<file path="config.mk">
export PLATFORM = sky130hd
export DESIGN_NAME = multi_block_bump_allocator_flat
export DESIGN_NICKNAME = d
export VERILOG_FILES = /design/src/hdl/bba_pkg.sv /design/src/hdl/bba_req_if.sv /design/src/hdl/bba_rsp_if.sv /design/src/hdl/multi_block_bump_allocator.sv /design/src/hdl/bba_ram.sv /design/src/hdl/bba_out_reg.sv /design/src/hdl/bba_ctrl.sv /design/src/flat_wrapper.sv
export SDC_FILE = /design/constraint.sdc
export NUM_CORES = 2
export LEC_CHECK = 0
export BUFFER_PORTS_ARGS = -buffer_cell sky130_fd_sc_hd__buf_4
export CAP_MARGIN = 20
export CORE_MARGIN = 3
export CORE_UTILIZATION = 40
export CTS_CLUSTER_DIAMETER = 80
export DETAILED_ROUTE_END_ITERATION = 10
export PLACE_DENSITY_LB_ADDON = 0.3
export SLEW_MARGIN = 15
export SYNTH_ARGS = -nofsm -noshare
export SYNTH_HDL_FRONTEND = slang
export SYNTH_SLANG_ARGS = --single-unit
</file>
<file path="constraint.sdc">
create_clock -name clock -period 17.06 [get_ports clock]
set_input_delay 2.559 -clock clock [delete_from_list [all_inputs] [get_ports clock]]
set_output_delay 2.559 -clock clock [all_outputs]
set_load 0.02 [all_outputs]
</file>
<file path="src/hdl/bba_pkg.sv">
// Shared types and constants of the multi-block bump allocator.
package bba_pkg;

   localparam int unsigned SIZE_W = 32;
   localparam int unsigned BLK_FIELD_W = 4;
   localparam logic [SIZE_W-1:0] MIN_BLOCK_RESET = 32'd1048576;

   typedef logic [1:0] func_type;
   localparam func_type FUNC_ALLOC = 2'd0;
   localparam func_type FUNC_RESIZE = 2'd1;
   localparam func_type FUNC_FREE_ALL = 2'd2;

   typedef logic [1:0] status_type;
   localparam status_type STAT_OK = 2'd0;
   localparam status_type STAT_COPY = 2'd1;
   localparam status_type STAT_FULL = 2'd2;

   typedef enum logic [2:0] {
      S_IDLE,
      S_RD_OLD,
      S_CHK_OLD,
      S_SCAN,
      S_SWEEP,
      S_DONE
   } state_type;

   typedef struct packed {
      status_type status;
      logic [BLK_FIELD_W-1:0] block;
      logic [SIZE_W-1:0] offset;
   } result_type;

   typedef struct packed {
      logic load;
      result_type data;
   } out_ctl_type;

endpackage

</file>
<file path="src/hdl/bba_req_if.sv">
// Request channel of the allocator: valid, ready and the request payload.
interface bba_req_if;
   logic valid;
   logic ready;
   logic [1:0] func;
   logic [31:0] req_size;
   logic [31:0] prev_size;
   logic [3:0] old_block;
   logic [31:0] old_offset;

   modport source (output valid, func, req_size, prev_size, old_block, old_offset,
                   input ready);
   modport sink (input valid, func, req_size, prev_size, old_block, old_offset,
                 output ready);
endinterface

</file>
<file path="src/hdl/bba_rsp_if.sv">
// Response channel of the allocator: valid, ready and the grant payload.
interface bba_rsp_if;
   logic valid;
   logic ready;
   logic [1:0] status;
   logic [3:0] result_block;
   logic [31:0] result_offset;

   modport source (output valid, status, result_block, result_offset, input ready);
   modport sink (input valid, status, result_block, result_offset, output ready);
endinterface

</file>
<file path="src/hdl/multi_block_bump_allocator.sv">
// An allocate scans the open blocks in turn; a resize with a nonzero old size first reads and
// checks its old block, and then scans only if it cannot stay in place; free-all sweeps the
// open blocks. One transaction is in work at a time; the next request is accepted the cycle
// after the response is loaded, which waits while the last one is unread.
// Reset clears the open-block count and restores min_block_size to 1 MiB; the
// memories are not cleared, since an entry is always written when its block opens.
module multi_block_bump_allocator #(
   parameter int unsigned MAX_BLOCKS = 16
) (
   input  logic clock,
   input  logic reset,
   bba_req_if.sink req_bus,
   bba_rsp_if.source rsp_bus,
   input  logic csr_wr_en,
   input  logic [31:0] csr_wr_data
);
   import bba_pkg::*;

   localparam int unsigned AW = (MAX_BLOCKS > 1) ? $clog2(MAX_BLOCKS) : 1;

   logic [AW-1:0] ram_rd_addr, ram_wr_addr;
   logic cap_we, fill_we;
   logic [SIZE_W-1:0] cap_wr_data, cap_rd_data, fill_wr_data, fill_rd_data;
   out_ctl_type out_ctl;
   logic out_free;

   bba_ctrl #(.MAX_BLOCKS(MAX_BLOCKS)) u_ctrl (
      .clock(clock),
      .reset(reset),
      .req_bus(req_bus),
      .csr_wr_en(csr_wr_en),
      .csr_wr_data(csr_wr_data),
      .ram_rd_addr(ram_rd_addr),
      .ram_wr_addr(ram_wr_addr),
      .cap_we(cap_we),
      .cap_wr_data(cap_wr_data),
      .cap_rd_data(cap_rd_data),
      .fill_we(fill_we),
      .fill_wr_data(fill_wr_data),
      .fill_rd_data(fill_rd_data),
      .out_ctl(out_ctl),
      .out_free(out_free)
   );

   bba_ram #(.WIDTH(SIZE_W), .DEPTH(MAX_BLOCKS)) u_cap_ram (
      .clock(clock),
      .wr_en(cap_we),
      .wr_addr(ram_wr_addr),
      .wr_data(cap_wr_data),
      .rd_addr(ram_rd_addr),
      .rd_data(cap_rd_data)
   );

   bba_ram #(.WIDTH(SIZE_W), .DEPTH(MAX_BLOCKS)) u_fill_ram (
      .clock(clock),
      .wr_en(fill_we),
      .wr_addr(ram_wr_addr),
      .wr_data(fill_wr_data),
      .rd_addr(ram_rd_addr),
      .rd_data(fill_rd_data)
   );

   bba_out_reg u_out_reg (
      .clock(clock),
      .reset(reset),
      .out_ctl(out_ctl),
      .out_free(out_free),
      .rsp_bus(rsp_bus)
   );

endmodule

</file>
<file path="src/hdl/bba_ram.sv">
// Generic single-write, single-read RAM with a registered read port.
module bba_ram #(
   parameter int unsigned WIDTH = 32,
   parameter int unsigned DEPTH = 16
) (
   input  logic clock,
   input  logic wr_en,
   input  logic [(DEPTH > 1 ? $clog2(DEPTH) : 1)-1:0] wr_addr,
   input  logic [WIDTH-1:0] wr_data,
   input  logic [(DEPTH > 1 ? $clog2(DEPTH) : 1)-1:0] rd_addr,
   output logic [WIDTH-1:0] rd_data
);

   logic [WIDTH-1:0] mem_ff [DEPTH];
   logic [WIDTH-1:0] rd_data_ff;

   always_ff @(posedge clock) begin
      if (wr_en) begin
         mem_ff[wr_addr] <= wr_data;
      end
      rd_data_ff <= mem_ff[rd_addr];
   end

   assign rd_data = rd_data_ff;

endmodule

</file>
<file path="src/hdl/bba_out_reg.sv">
// Output register that holds one response until the consumer takes it.
module bba_out_reg (
   input  logic clock,
   input  logic reset,
   input  bba_pkg::out_ctl_type out_ctl,
   output logic out_free,
   bba_rsp_if.source rsp_bus
);
   import bba_pkg::*;

   logic valid_ff, valid_in;
   result_type data_ff, data_in;

   assign out_free = !valid_ff || rsp_bus.ready;

   always_comb begin
      valid_in = valid_ff;
      data_in = data_ff;
      if (out_ctl.load) begin
         valid_in = 1'b1;
         data_in = out_ctl.data;
      end else if (rsp_bus.ready) begin
         valid_in = 1'b0;
      end
   end

   always_ff @(posedge clock) begin
      if (reset) begin
         valid_ff <= 1'b0;
      end else begin
         valid_ff <= valid_in;
      end
      data_ff <= data_in;
   end

   assign rsp_bus.valid = valid_ff;
   assign rsp_bus.status = data_ff.status;
   assign rsp_bus.result_block = data_ff.block;
   assign rsp_bus.result_offset = data_ff.offset;

endmodule

</file>
<file path="src/hdl/bba_ctrl.sv">
// Allocator sequencer: block scan, resize check, free-all sweep and block opening.
module bba_ctrl #(
   parameter int unsigned MAX_BLOCKS = 16
) (
   input  logic clock,
   input  logic reset,
   bba_req_if.sink req_bus,
   input  logic csr_wr_en,
   input  logic [bba_pkg::SIZE_W-1:0] csr_wr_data,
   output logic [(MAX_BLOCKS > 1 ? $clog2(MAX_BLOCKS) : 1)-1:0] ram_rd_addr,
   output logic [(MAX_BLOCKS > 1 ? $clog2(MAX_BLOCKS) : 1)-1:0] ram_wr_addr,
   output logic cap_we,
   output logic [bba_pkg::SIZE_W-1:0] cap_wr_data,
   input  logic [bba_pkg::SIZE_W-1:0] cap_rd_data,
   output logic fill_we,
   output logic [bba_pkg::SIZE_W-1:0] fill_wr_data,
   input  logic [bba_pkg::SIZE_W-1:0] fill_rd_data,
   output bba_pkg::out_ctl_type out_ctl,
   input  logic out_free
);
   import bba_pkg::*;

   localparam int unsigned AW = (MAX_BLOCKS > 1) ? $clog2(MAX_BLOCKS) : 1;
   localparam int unsigned CNT_W = $clog2(MAX_BLOCKS + 1);
   localparam int unsigned CMP_W = (CNT_W > BLK_FIELD_W) ? CNT_W : BLK_FIELD_W;

   state_type state_ff, state_in;
   logic [SIZE_W-1:0] min_size_ff, min_size_in;
   logic [CNT_W-1:0] open_ff, open_in;
   logic [CNT_W-1:0] idx_ff, idx_in;
   logic chk_vld_ff, chk_vld_in;
   logic [AW-1:0] chk_idx_ff, chk_idx_in;
   logic released_ff, released_in;
   logic copy_ff, copy_in;
   logic [SIZE_W-1:0] saved_fill_ff, saved_fill_in;
   result_type res_ff, res_in;

   logic [SIZE_W-1:0] size_ff, size_in;
   logic [SIZE_W-1:0] prev_size_ff, prev_size_in;
   logic [BLK_FIELD_W-1:0] old_block_ff, old_block_in;
   logic [SIZE_W-1:0] old_offset_ff, old_offset_in;

   logic accept;
   logic old_in_range, old_is_last, old_fits;
   logic [SIZE_W:0] old_end;
   logic scan_hit, scan_more, arena_full;

   assign req_bus.ready = (state_ff == S_IDLE);
   assign accept = req_bus.valid && req_bus.ready;

   // Resize check against the entry of the old block.
   assign old_in_range = CMP_W'(old_block_ff) < CMP_W'(open_ff);
   assign old_end = {1'b0, old_offset_ff} + {1'b0, prev_size_ff};
   assign old_is_last = old_in_range && (old_offset_ff < cap_rd_data) &&
                        (old_end == {1'b0, fill_rd_data});
   assign old_fits = size_ff <= (cap_rd_data - old_offset_ff);

   // The room test wraps like unsigned 32-bit arithmetic.
   assign scan_hit = chk_vld_ff && (size_ff <= (cap_rd_data - fill_rd_data));
   assign scan_more = idx_ff < open_ff;
   assign arena_full = open_ff == CNT_W'(MAX_BLOCKS);

   always_comb begin
      state_in = state_ff;
      min_size_in = csr_wr_en ? csr_wr_data : min_size_ff;
      open_in = open_ff;
      idx_in = idx_ff;
      chk_vld_in = chk_vld_ff;
      chk_idx_in = chk_idx_ff;
      released_in = released_ff;
      copy_in = copy_ff;
      saved_fill_in = saved_fill_ff;
      res_in = res_ff;
      size_in = size_ff;
      prev_size_in = prev_size_ff;
      old_block_in = old_block_ff;
      old_offset_in = old_offset_ff;

      ram_rd_addr = idx_ff[AW-1:0];
      ram_wr_addr = AW'(old_block_ff);
      cap_we = 1'b0;
      cap_wr_data = size_ff;
      fill_we = 1'b0;
      fill_wr_data = size_ff;
      out_ctl.load = 1'b0;
      out_ctl.data = res_ff;

      case (state_ff)
         S_IDLE: begin
            if (accept) begin
               size_in = req_bus.req_size;
               prev_size_in = req_bus.prev_size;
               old_block_in = req_bus.old_block;
               old_offset_in = req_bus.old_offset;
               idx_in = '0;
               chk_vld_in = 1'b0;
               released_in = 1'b0;
               copy_in = 1'b0;
               if (req_bus.func == FUNC_ALLOC ||
                   (req_bus.func == FUNC_RESIZE && req_bus.prev_size == '0)) begin
                  state_in = S_SCAN;
               end else if (req_bus.func == FUNC_RESIZE) begin
                  state_in = S_RD_OLD;
               end else if (req_bus.func == FUNC_FREE_ALL) begin
                  state_in = S_SWEEP;
               end else begin
                  res_in = '{status: STAT_OK, block: '0, offset: '0};
                  state_in = S_DONE;
               end
            end
         end
         S_RD_OLD: begin
            ram_rd_addr = AW'(old_block_ff);
            state_in = S_CHK_OLD;
         end
         S_CHK_OLD: begin
            ram_wr_addr = AW'(old_block_ff);
            if (old_is_last && old_fits) begin
               fill_we = 1'b1;
               fill_wr_data = old_offset_ff + size_ff;
               res_in = '{status: STAT_OK, block: old_block_ff, offset: old_offset_ff};
               state_in = S_DONE;
            end else begin
               // Release the old space if it was last; the scan reads it back.
               if (old_is_last) begin
                  fill_we = 1'b1;
                  fill_wr_data = old_offset_ff;
               end
               released_in = old_is_last;
               saved_fill_in = fill_rd_data;
               copy_in = 1'b1;
               state_in = S_SCAN;
            end
         end
         S_SCAN: begin
            if (scan_hit) begin
               ram_wr_addr = chk_idx_ff;
               fill_we = 1'b1;
               fill_wr_data = fill_rd_data + size_ff;
               res_in = '{status: copy_ff ? STAT_COPY : STAT_OK,
                          block: BLK_FIELD_W'(chk_idx_ff), offset: fill_rd_data};
               state_in = S_DONE;
            end else if (scan_more) begin
               idx_in = idx_ff + 1'b1;
               chk_vld_in = 1'b1;
               chk_idx_in = idx_ff[AW-1:0];
            end else if (arena_full) begin
               // No room anywhere: put back a released allocation.
               ram_wr_addr = AW'(old_block_ff);
               fill_we = released_ff;
               fill_wr_data = saved_fill_ff;
               res_in = '{status: STAT_FULL, block: '0, offset: '0};
               state_in = S_DONE;
            end else begin
               ram_wr_addr = open_ff[AW-1:0];
               cap_we = 1'b1;
               cap_wr_data = (size_ff > min_size_ff) ? size_ff : min_size_ff;
               fill_we = 1'b1;
               fill_wr_data = size_ff;
               open_in = open_ff + 1'b1;
               res_in = '{status: copy_ff ? STAT_COPY : STAT_OK,
                          block: BLK_FIELD_W'(open_ff), offset: '0};
               state_in = S_DONE;
            end
         end
         S_SWEEP: begin
            if (scan_more) begin
               ram_wr_addr = idx_ff[AW-1:0];
               fill_we = 1'b1;
               fill_wr_data = '0;
               idx_in = idx_ff + 1'b1;
            end else begin
               res_in = '{status: STAT_OK, block: '0, offset: '0};
               state_in = S_DONE;
            end
         end
         S_DONE: begin
            if (out_free) begin
               out_ctl.load = 1'b1;
               state_in = S_IDLE;
            end
         end
         default: begin
            state_in = S_IDLE;
         end
      endcase
   end

   always_ff @(posedge clock) begin
      if (reset) begin
         state_ff <= S_IDLE;
         min_size_ff <= MIN_BLOCK_RESET;
         open_ff <= '0;
         chk_vld_ff <= 1'b0;
         released_ff <= 1'b0;
         copy_ff <= 1'b0;
      end else begin
         state_ff <= state_in;
         min_size_ff <= min_size_in;
         open_ff <= open_in;
         chk_vld_ff <= chk_vld_in;
         released_ff <= released_in;
         copy_ff <= copy_in;
      end
      idx_ff <= idx_in;
      chk_idx_ff <= chk_idx_in;
      saved_fill_ff <= saved_fill_in;
      res_ff <= res_in;
      size_ff <= size_in;
      prev_size_ff <= prev_size_in;
      old_block_ff <= old_block_in;
      old_offset_ff <= old_offset_in;
   end

endmodule

</file>
<file path="src/flat_wrapper.sv">
// flat-port wrapper written by rule: the top's interface ports become plain ports
module multi_block_bump_allocator_flat import bba_pkg::*;
#(
   parameter int unsigned MAX_BLOCKS = 16
)
  (clock, reset, csr_wr_en, csr_wr_data, req_bus_valid, req_bus_func, req_bus_req_size, req_bus_prev_size, req_bus_old_block, req_bus_old_offset, req_bus_ready, rsp_bus_valid, rsp_bus_status, rsp_bus_result_block, rsp_bus_result_offset, rsp_bus_ready);
  bba_req_if req_bus_i ();
  bba_rsp_if rsp_bus_i ();
  input  logic clock;
  input  logic reset;
  input  logic csr_wr_en;
  input  logic [31:0] csr_wr_data;
  input wire logic [$bits(req_bus_i.valid)-1:0] req_bus_valid;
  input wire logic [$bits(req_bus_i.func)-1:0] req_bus_func;
  input wire logic [$bits(req_bus_i.req_size)-1:0] req_bus_req_size;
  input wire logic [$bits(req_bus_i.prev_size)-1:0] req_bus_prev_size;
  input wire logic [$bits(req_bus_i.old_block)-1:0] req_bus_old_block;
  input wire logic [$bits(req_bus_i.old_offset)-1:0] req_bus_old_offset;
  output wire logic [$bits(req_bus_i.ready)-1:0] req_bus_ready;
  output wire logic [$bits(rsp_bus_i.valid)-1:0] rsp_bus_valid;
  output wire logic [$bits(rsp_bus_i.status)-1:0] rsp_bus_status;
  output wire logic [$bits(rsp_bus_i.result_block)-1:0] rsp_bus_result_block;
  output wire logic [$bits(rsp_bus_i.result_offset)-1:0] rsp_bus_result_offset;
  input wire logic [$bits(rsp_bus_i.ready)-1:0] rsp_bus_ready;
  assign req_bus_i.valid = req_bus_valid;
  assign req_bus_i.func = req_bus_func;
  assign req_bus_i.req_size = req_bus_req_size;
  assign req_bus_i.prev_size = req_bus_prev_size;
  assign req_bus_i.old_block = req_bus_old_block;
  assign req_bus_i.old_offset = req_bus_old_offset;
  assign req_bus_ready = req_bus_i.ready;
  assign rsp_bus_valid = rsp_bus_i.valid;
  assign rsp_bus_status = rsp_bus_i.status;
  assign rsp_bus_result_block = rsp_bus_i.result_block;
  assign rsp_bus_result_offset = rsp_bus_i.result_offset;
  assign rsp_bus_i.ready = rsp_bus_ready;
  multi_block_bump_allocator #(.MAX_BLOCKS(MAX_BLOCKS)) u_core (.clock(clock), .reset(reset), .req_bus(req_bus_i), .rsp_bus(rsp_bus_i), .csr_wr_en(csr_wr_en), .csr_wr_data(csr_wr_data));
endmodule
</file>
# Word level (Yosys, flattened, before mapping)
# Memories as Yosys holds them, arrays and structs flattened. A register that Yosys moved wholly into a read port is not among the register bits.
# Index checks and enable logic that the tools add are counted.
[word_totals] mem_count=2 elab_cells=154 mem_bits_rw=1024 register_bits=261 output_inout_bits=40 inputBits=139
[classes] order_cmp=6 muxes=69 n_bitwise=4 reduce_logical=26 addsub=7 n_eq_ne=20
[memory_table] name="u_core.u_cap_ram.mem_ff" words=16 width=32 rd=1 rd_ports_with_merged_regs=1 write_ports=1 line_no="bba_ram.sv:14" source="logic [WIDTH-1:0] mem_ff [DEPTH];"
[memory_table] name="u_core.u_fill_ram.mem_ff" words=16 width=32 rd=1 rd_ports_with_merged_regs=1 write_ports=1 line_no="bba_ram.sv:14"
[ops] op="$mux 32" n=11
[ops] op="$mux 38" n=9
[ops] op="$pmux 38 s4" n=1
[ops] op="$pmux 32 s3" n=1
[ops] op="$add 32x32->32" n=2
[ops] op="$le 32x32->1" n=2
[ops] op="$sub 32x32->32" n=2
[ops] op="$add 32x32->33" n=1
[ops] op="$eq 33x32->1" n=1
[ops] op="$gt 32x32->1" n=1
[ops] op="$logic_not 32->1" n=1
[ops] op="$lt 32x32->1" n=1
[ops] op="$mux 1" n=25
[ops] op="$mux 3" n=7
[ops] op="$mux 4" n=5
[ops] op="$pmux 3 s6" n=1
[ops] op="$ne 2x2->1 const B" n=8
[ops] op="$mux 5" n=3
[ops] op="$pmux 5 s3" n=1
[ops] op="$add 5x1->5 const B" n=2
[ops] op="$reduce_and 3->1" n=3
[ops] op="$pmux 4 s2" n=1
[ops] op="$reduce_and 4->1" n=2
[ops] op="$reduce_and 8->1" n=1
[ops] op="22 further kinds" n=40

# Longest topological paths before layout
[depth] ltp_word=8 ltp_mapped=27 mapped_depth_nobuf=26

# Hierarchy
# From an unflattened synthesis, not the netlist that was laid out.
[hier_totals] cells_unflattened=4030 area_unflattened_um2=61376.4
[by_module_without_submodules] module="bba_ctrl" seq_area_each_um2=6236.0 area_per_inst_um2=20517.2 cells_per_inst=2312 instances=1
[by_module_without_submodules] module="bba_ram (u_core.u_cap_ram)" seq_area_each_um2=16015.4 area_per_inst_um2=19836.5 cells_per_inst=838 instances=1
[by_module_without_submodules] module="bba_ram (u_core.u_fill_ram)" seq_area_each_um2=16015.4 area_per_inst_um2=19835.3 cells_per_inst=838 instances=1
[by_module_without_submodules] module="bba_out_reg" seq_area_each_um2=1161.1 area_per_inst_um2=1187.4 cells_per_inst=42 instances=1

# Worst setup path after synthesis
# OpenSTA, ideal clock, no wires.
[synth_path] kind="reg2reg" startpoint="register u_core.u_ctrl.old_offset_ff[1]" endpoint="register u_core.u_ctrl.res_ff, in the netlist u_core.u_ctrl.out_ctl[0], enable pin" n_path_buf=1 arrival_time_ns=8.090 stages_incl_launch_ff=22 setup_slack_ns=8.479 cell_sequence="edfxtp_1 > inv_1 > ha_1 > nor2b_1 > o21a_1 > o21ai_0 > a211oi_1 > o21ai_0 > a21oi_1 > a41oi_1 > a21oi_1 > a211o_1 > a21oi_1 > xor2_1 > ha_1 > nand4_1 > or2_2 > nor4_1 > a31o_2 > clkbuf_1 > a21oi_1 > a211oi_1"
[synth_via] elab_chain_len=6 word_cells_on_any_way=10 classes_between="2 x add/sub; 2 x order compare; 2 x eq/ne; 4 x reduce/logical"
[synth_lines] element="start: declaration" line_no="bba_ctrl.sv:41" source="logic [SIZE_W-1:0] old_offset_ff, old_offset_in;"
[synth_lines] element="start signal: assignment" line_no="bba_ctrl.sv:212" source="old_offset_ff <= old_offset_in;"
[synth_lines] element="parallel branches: the longest is 3 deep, another holds $sub 32x32->32"
[synth_lines] element="$logic_and 1x1->1 (*)" line_no="bba_ctrl.sv:118" source="if (old_is_last && old_fits) begin"
[synth_lines] element="$ne 2x2->1 (no source line) (*)"
[synth_lines] element="$reduce_and 8->1 (no source line) (*)"
[synth_lines] element="end signal: assignment" line_no="bba_ctrl.sv:208" source="res_ff <= res_in;"
[synth_lines] element="end: declaration" line_no="bba_ctrl.sv:36" source="result_type res_ff, res_in;"
# Mark *: on every way between the ends.
# A chain may end at the register's enable or synchronous reset.

# Worst setup path in the final report
[layout_path] startpoint="register u_core.u_fill_ram.rd_data_ff[1] (netlist: u_core.u_fill_ram.rd_data[1]) (read register of u_core.u_fill_ram.mem_ff)" endpoint="memory u_core.u_fill_ram.mem_ff[12][30], enable pin"
[layout_via] elab_chain_len=7 word_cells_on_any_way=14 classes_between="1 x add/sub; 1 x order compare; 1 x eq/ne; 8 x mux; 3 x reduce/logical"
[layout_lines] element="start: declaration" line_no="bba_ram.sv:15" source="logic [WIDTH-1:0] rd_data_ff;"
[layout_lines] element="$sub 32x32->32 or $eq 33x32->1 (tied branches)" line_no="bba_ctrl.sv:59, bba_ctrl.sv:55"
[layout_lines] element="$le 32x32->1 or $logic_and 1x1->1 (tied branches)" line_no="bba_ctrl.sv:59, bba_ctrl.sv:54"
[layout_lines] element="$logic_and 1x1->1 (tied with other cells)" line_no="bba_ctrl.sv:59" source="assign scan_hit = chk_vld_ff && (size_ff <= (cap_rd_data - fill_rd_data));"
[layout_lines] element="$mux 1 (on tied branches)" line_no="bba_ctrl.sv:136, bba_ctrl.sv:118"
[layout_lines] element="$pmux 1 s3" line_no="bba_ctrl.sv:88" source="case (state_ff)"
[layout_lines] element="$mux 1" line_no="bba_ram.sv:18" source="if (wr_en) begin"
[layout_lines] element="$mux 1 (implied by the code)" line_no="bba_ram.sv:19" source="mem_ff[wr_addr] <= wr_data;"
[layout_lines] element="end: declaration" line_no="bba_ram.sv:14"
# Parallel ways exist; a longest one is shown, timed or not.

==> summary.txt <==
Logic synthesis
  – Post-synthesis instance area: 62010 um^2
  – Multiplexer share of the synthesized area: 10.83%
  – Post-synthesis sequential area ratio: 63.58%
  – Post-synthesis register bit count: 1349
  – Share of flip-flops with an asynchronous set or reset: 0%
  – YS warnings: 0
  – Post-synthesis net count: 4593
  – Synth Area in XOR/XNOR: 2.062%
  – Cells after synthesis: 4186
  – Synth unique cells: 80
  – Area share of the leading cell type in the synthesized netlist: 60.09%
  – Largest area contributor in the synthesized netlist: sky130_fd_sc_hd__edfxtp_1
  – Complex-gate fraction of the synthesized area: 9.382%
  – Mean post-synth cell area: 14.81 um^2
  – Cell types occupying the most area after synthesis: sky130_fd_sc_hd__edfxtp_1 (60%), sky130_fd_sc_hd__mux4_2 (9.3%), sky130_fd_sc_hd__ha_1 (5.3%)
  – Post-Synth Adder-Cell Area: 5.468%
  – Top_reg_cell synth: sky130_fd_sc_hd__edfxtp_1
  – Number of flops mapped to enable cells by yosys: 1241
  – Main combinational cell family by area after synthesis: multiplexers
  – Simple-gate portion of the synthesized area: 6.707%

STA
  – Post-route worst setup slack: 8.688 ns
  – Count of endpoints failing hold in the final timing report: 0
  – Maximum clock rate: 119.4 MHz
  – Number of slew-limit violations in the final report: 0
  – RSZ-0062 raised after global routing: false
  – Post-route minimum period: 8.372 ns
  – Setup violations, final: 0
  – Slew headroom: 23.68%
  – Worst clock skew: 0.03512 ns
  – Total negative setup slack: 0 ns
  – Transition time of the tightest slew-check pin: 1.137 ns
  – Post-route fraction of the period consumed by the critical path: 49.07%

Place
  – Port-buffer cells: 178
  – DP Wirelength: 132300 um
  – RD Place Congestion: 0.9901
  – Pre-CTS setup slack: 8.754 ns

Final layout
  – Leading cell type in the layout, fill and taps excluded: sky130_fd_sc_hd__edfxtp_1
  – Proportion of layout cells with a drive suffix above 1: 18.73%
  – Fillers: 13220
  – Relative area change from synthesis to final layout: 14.58%
  – Nets: 4837
  – Top library cells by usage in the layout, fill and taps aside: sky130_fd_sc_hd__edfxtp_1 (1241), sky130_fd_sc_hd__nand2_1 (315), sky130_fd_sc_hd__buf_4 (265), sky130_fd_sc_hd__ha_1 (263), sky130_fd_sc_hd__mux4_2 (256)

Die
  – Height of the die: 399.7 um
  – Initial core utilization: 40.54%
  – Die extent in x: 399.7 um
  – Standard-cell rows: 143
  – Die Footprint: 159800 um^2
  – Count of boundary I/O pins: 179
  – CORE AREA: 153000 um^2

Worst setup path
  – Bufs and invs on worst path: 3
  – WP data required: 17.51 ns
  – Setup crit end kind: flip-flop
  – Slowest-stage cell, CP: sky130_fd_sc_hd__nor2_4
  – Largest delay contributor family on the critical path: compound AO/OA/AOI/OAI gates
  – Type of element launching the critical path: flip-flop
  – Worst-path maximum fanout: 43
  – WP data arrival: 8.82 ns
  – Type of the setup path with the least slack: reg -> reg
  – Stage delay of the slowest cell on the critical path: 0.65 ns

GRT
  – Vias in the first global route: 38050
  – Congestion Overflow GR: 0
  – Number of antenna violations at the first check in global routing: 17
  – Pin count of the biggest net entering global routing: 100
  – Gr usage total: 24.27%
  – Global-route wire length before repair: 277100 um

Detailed routing
  – Routed vias/inst: 5.974
  – Count of antenna-violating nets left after detailed routing: 0
  – Number of optimization iterations in the first detailed-route pass: 6
  – Initial detailed-routing violation count: 4905
  – Total via count after detailed routing: 39380
  – Final WL: 195800 um
  – Remaining DRCs: 0
  – Routed WL per cell: 29.70 um

Clock network
  – Clk_lat worst skew: 0.80 ns
  – Root buffer cell: sky130_fd_sc_hd__clkbuf_16
  – Number of buffers inserted during clock tree synthesis: 140
  – Number of buffers on the longest clock path: 3
  – Post-CTS repair timing setup buffer count: 0
  – Clock Sinks: 1349
  – Clock-pin transition on the worst setup and hold timing paths: 0.06 ns
  – CTS tree: done
  – Hold buffer count at cts: 0
  – Number of H-tree branching levels: 4
  – Post-cts gate resize count: 0

Pwr
  – Cell area power density: 174.9 nW/um^2
  – Leakage power: 24.63 nW
  – VDD IR max: 0.1335 mV

Min path
  – Worst hold path class: reg -> reg

Status
  – Outcome: completed

Flow run
  – Number of violations of the max-capacitance limit: 0
[area by class of cell]
type                            count  area (um^2)  share of cell area, %
Sequential cell                  1349        39430                  55.49
Multi-Input combinational cell   2518        21750                  30.61
Clock buffer                      170         3686                  5.188
Tap cell                         2030         2540                  3.575
Timing Repair Buffer              271         2074                  2.920
Clock inverter                     92        978.4                  1.377
Inverter                          150        565.5                 0.7959
Antenna cell                       13        32.53                0.04578
[where the power goes]
| part | leakage (nW) | switching, W | internal [W] |
|---|---|---|---|
| logic | 10.2 | 0.00310 | 0.00186 |
| clock network | 2.28 | 0.00133 | 0.00176 |
| registers | 12.2 | 0.000327 | 0.00405 |
| total | 24.6 | 0.00475 | 0.00767 |
[worst reg2reg max path, cell delays in order, from the launching register on]
cell and delay, ns:
sky130_fd_sc_hd__dfxtp_1 0.51, sky130_fd_sc_hd__inv_1 0.11, sky130_fd_sc_hd__ha_1 0.31, sky130_fd_sc_hd__a21o_1 0.20
sky130_fd_sc_hd__a41o_1 0.28, sky130_fd_sc_hd__o21ai_0 0.24, sky130_fd_sc_hd__a21boi_0 0.21, sky130_fd_sc_hd__a31o_2 0.29
sky130_fd_sc_hd__a211o_1 0.29, sky130_fd_sc_hd__o311a_1 0.35, sky130_fd_sc_hd__a2111oi_0 0.55, sky130_fd_sc_hd__nor2_1 0.16
sky130_fd_sc_hd__xnor2_1 0.16, sky130_fd_sc_hd__ha_1 0.30, sky130_fd_sc_hd__and4_1 0.21, sky130_fd_sc_hd__and2_1 0.15
sky130_fd_sc_hd__nand2_1 0.08, sky130_fd_sc_hd__or3_1 0.46, sky130_fd_sc_hd__o31ai_4 0.23, sky130_fd_sc_hd__buf_4 0.49
sky130_fd_sc_hd__o311ai_0 0.31, sky130_fd_sc_hd__a31oi_1 0.36, sky130_fd_sc_hd__nand2_1 0.24, sky130_fd_sc_hd__o21bai_1 0.41
sky130_fd_sc_hd__nor2_4 0.65, sky130_fd_sc_hd__buf_4 0.44
[cells by family (layout without fill, tap and decap cells)]
| kind of cell | Yosys count | count (layout) |
|---|---|---|
| flip-flops | 1349 | 1349 |
| AND/OR/NAND/NOR | 884 | 884 |
| AO/OA/AOI/OAI | 873 | 873 |
| multiplexers | 347 | 347 |
| buffers and inverters | 319 | 683 |
| adder cells (fa/ha/maj) | 268 | 268 |
| XOR/XNOR | 146 | 146 |
| other | 0 | 13 |
[routing by layer]
metal / vias up / global-route usage [%] / wire [um]
met5: - / 0 / 39
met4: 6 / 11.56 / 9896
met3: 404 / 5.133 / 16780
met2: 1932 / 37.67 / 89830
met1: 19980 / 32.61 / 79290
li1: 17060 / - / -
[per-stage QoR]
step | instance area [um^2] | power, W | utilization (%) | cells | hold slack [ns]
6_report | 71060 | 0.01243 | 46.45 | 6593 | 0.4168
5_1_grt | 71030 | 0.01303 | 46.43 | 6582 | 0.4218
4_1_cts | 70970 | 0.01240 | 46.39 | 6577 | 0.4191
3_5_place_dp | 66310 | 0.009294 | 43.35 | 6315 | 0.4045
3_3_place_gp | 66300 | 0.009287 | 43.34 | 6314 | 0.4023
2_1_floorplan | 62010 | 0.007586 | - | 4186 | 0.4003
[synthesized netlist by cell type, types with 67 or more instances]
cell type                  instances
sky130_fd_sc_hd__a21o_1           67
sky130_fd_sc_hd__nand2_1         316
sky130_fd_sc_hd__o21ai_0         140
sky130_fd_sc_hd__ha_1            263
sky130_fd_sc_hd__inv_1           150
sky130_fd_sc_hd__xnor2_1          77
sky130_fd_sc_hd__xor2_1           69
sky130_fd_sc_hd__and2_1           70
sky130_fd_sc_hd__a21oi_1         190
sky130_fd_sc_hd__a211oi_1         94
sky130_fd_sc_hd__dfxtp_1         108
sky130_fd_sc_hd__nor2_1          212
sky130_fd_sc_hd__mux4_2          256
sky130_fd_sc_hd__edfxtp_1       1241
sky130_fd_sc_hd__clkbuf_1        121
sky130_fd_sc_hd__a31oi_1          85
[path summary, 6_finish.rpt]
check                                from                                          to  slack (ns)  cells after the start
max          u_core.u_fill_ram.rd_data[1]            u_core.u_fill_ram.mem_ff[12][30]        8.69                     25
min             u_core.u_ctrl.out_ctl[25]  u_core.u_out_reg.rsp_bus.result_offset[25]        0.42                      0
max reg2reg  u_core.u_fill_ram.rd_data[1]            u_core.u_fill_ram.mem_ff[12][30]        8.69                     25
min reg2reg     u_core.u_ctrl.out_ctl[25]  u_core.u_out_reg.rsp_bus.result_offset[25]        0.42                      0
Note: power is estimated with default switching activity, not from simulation.
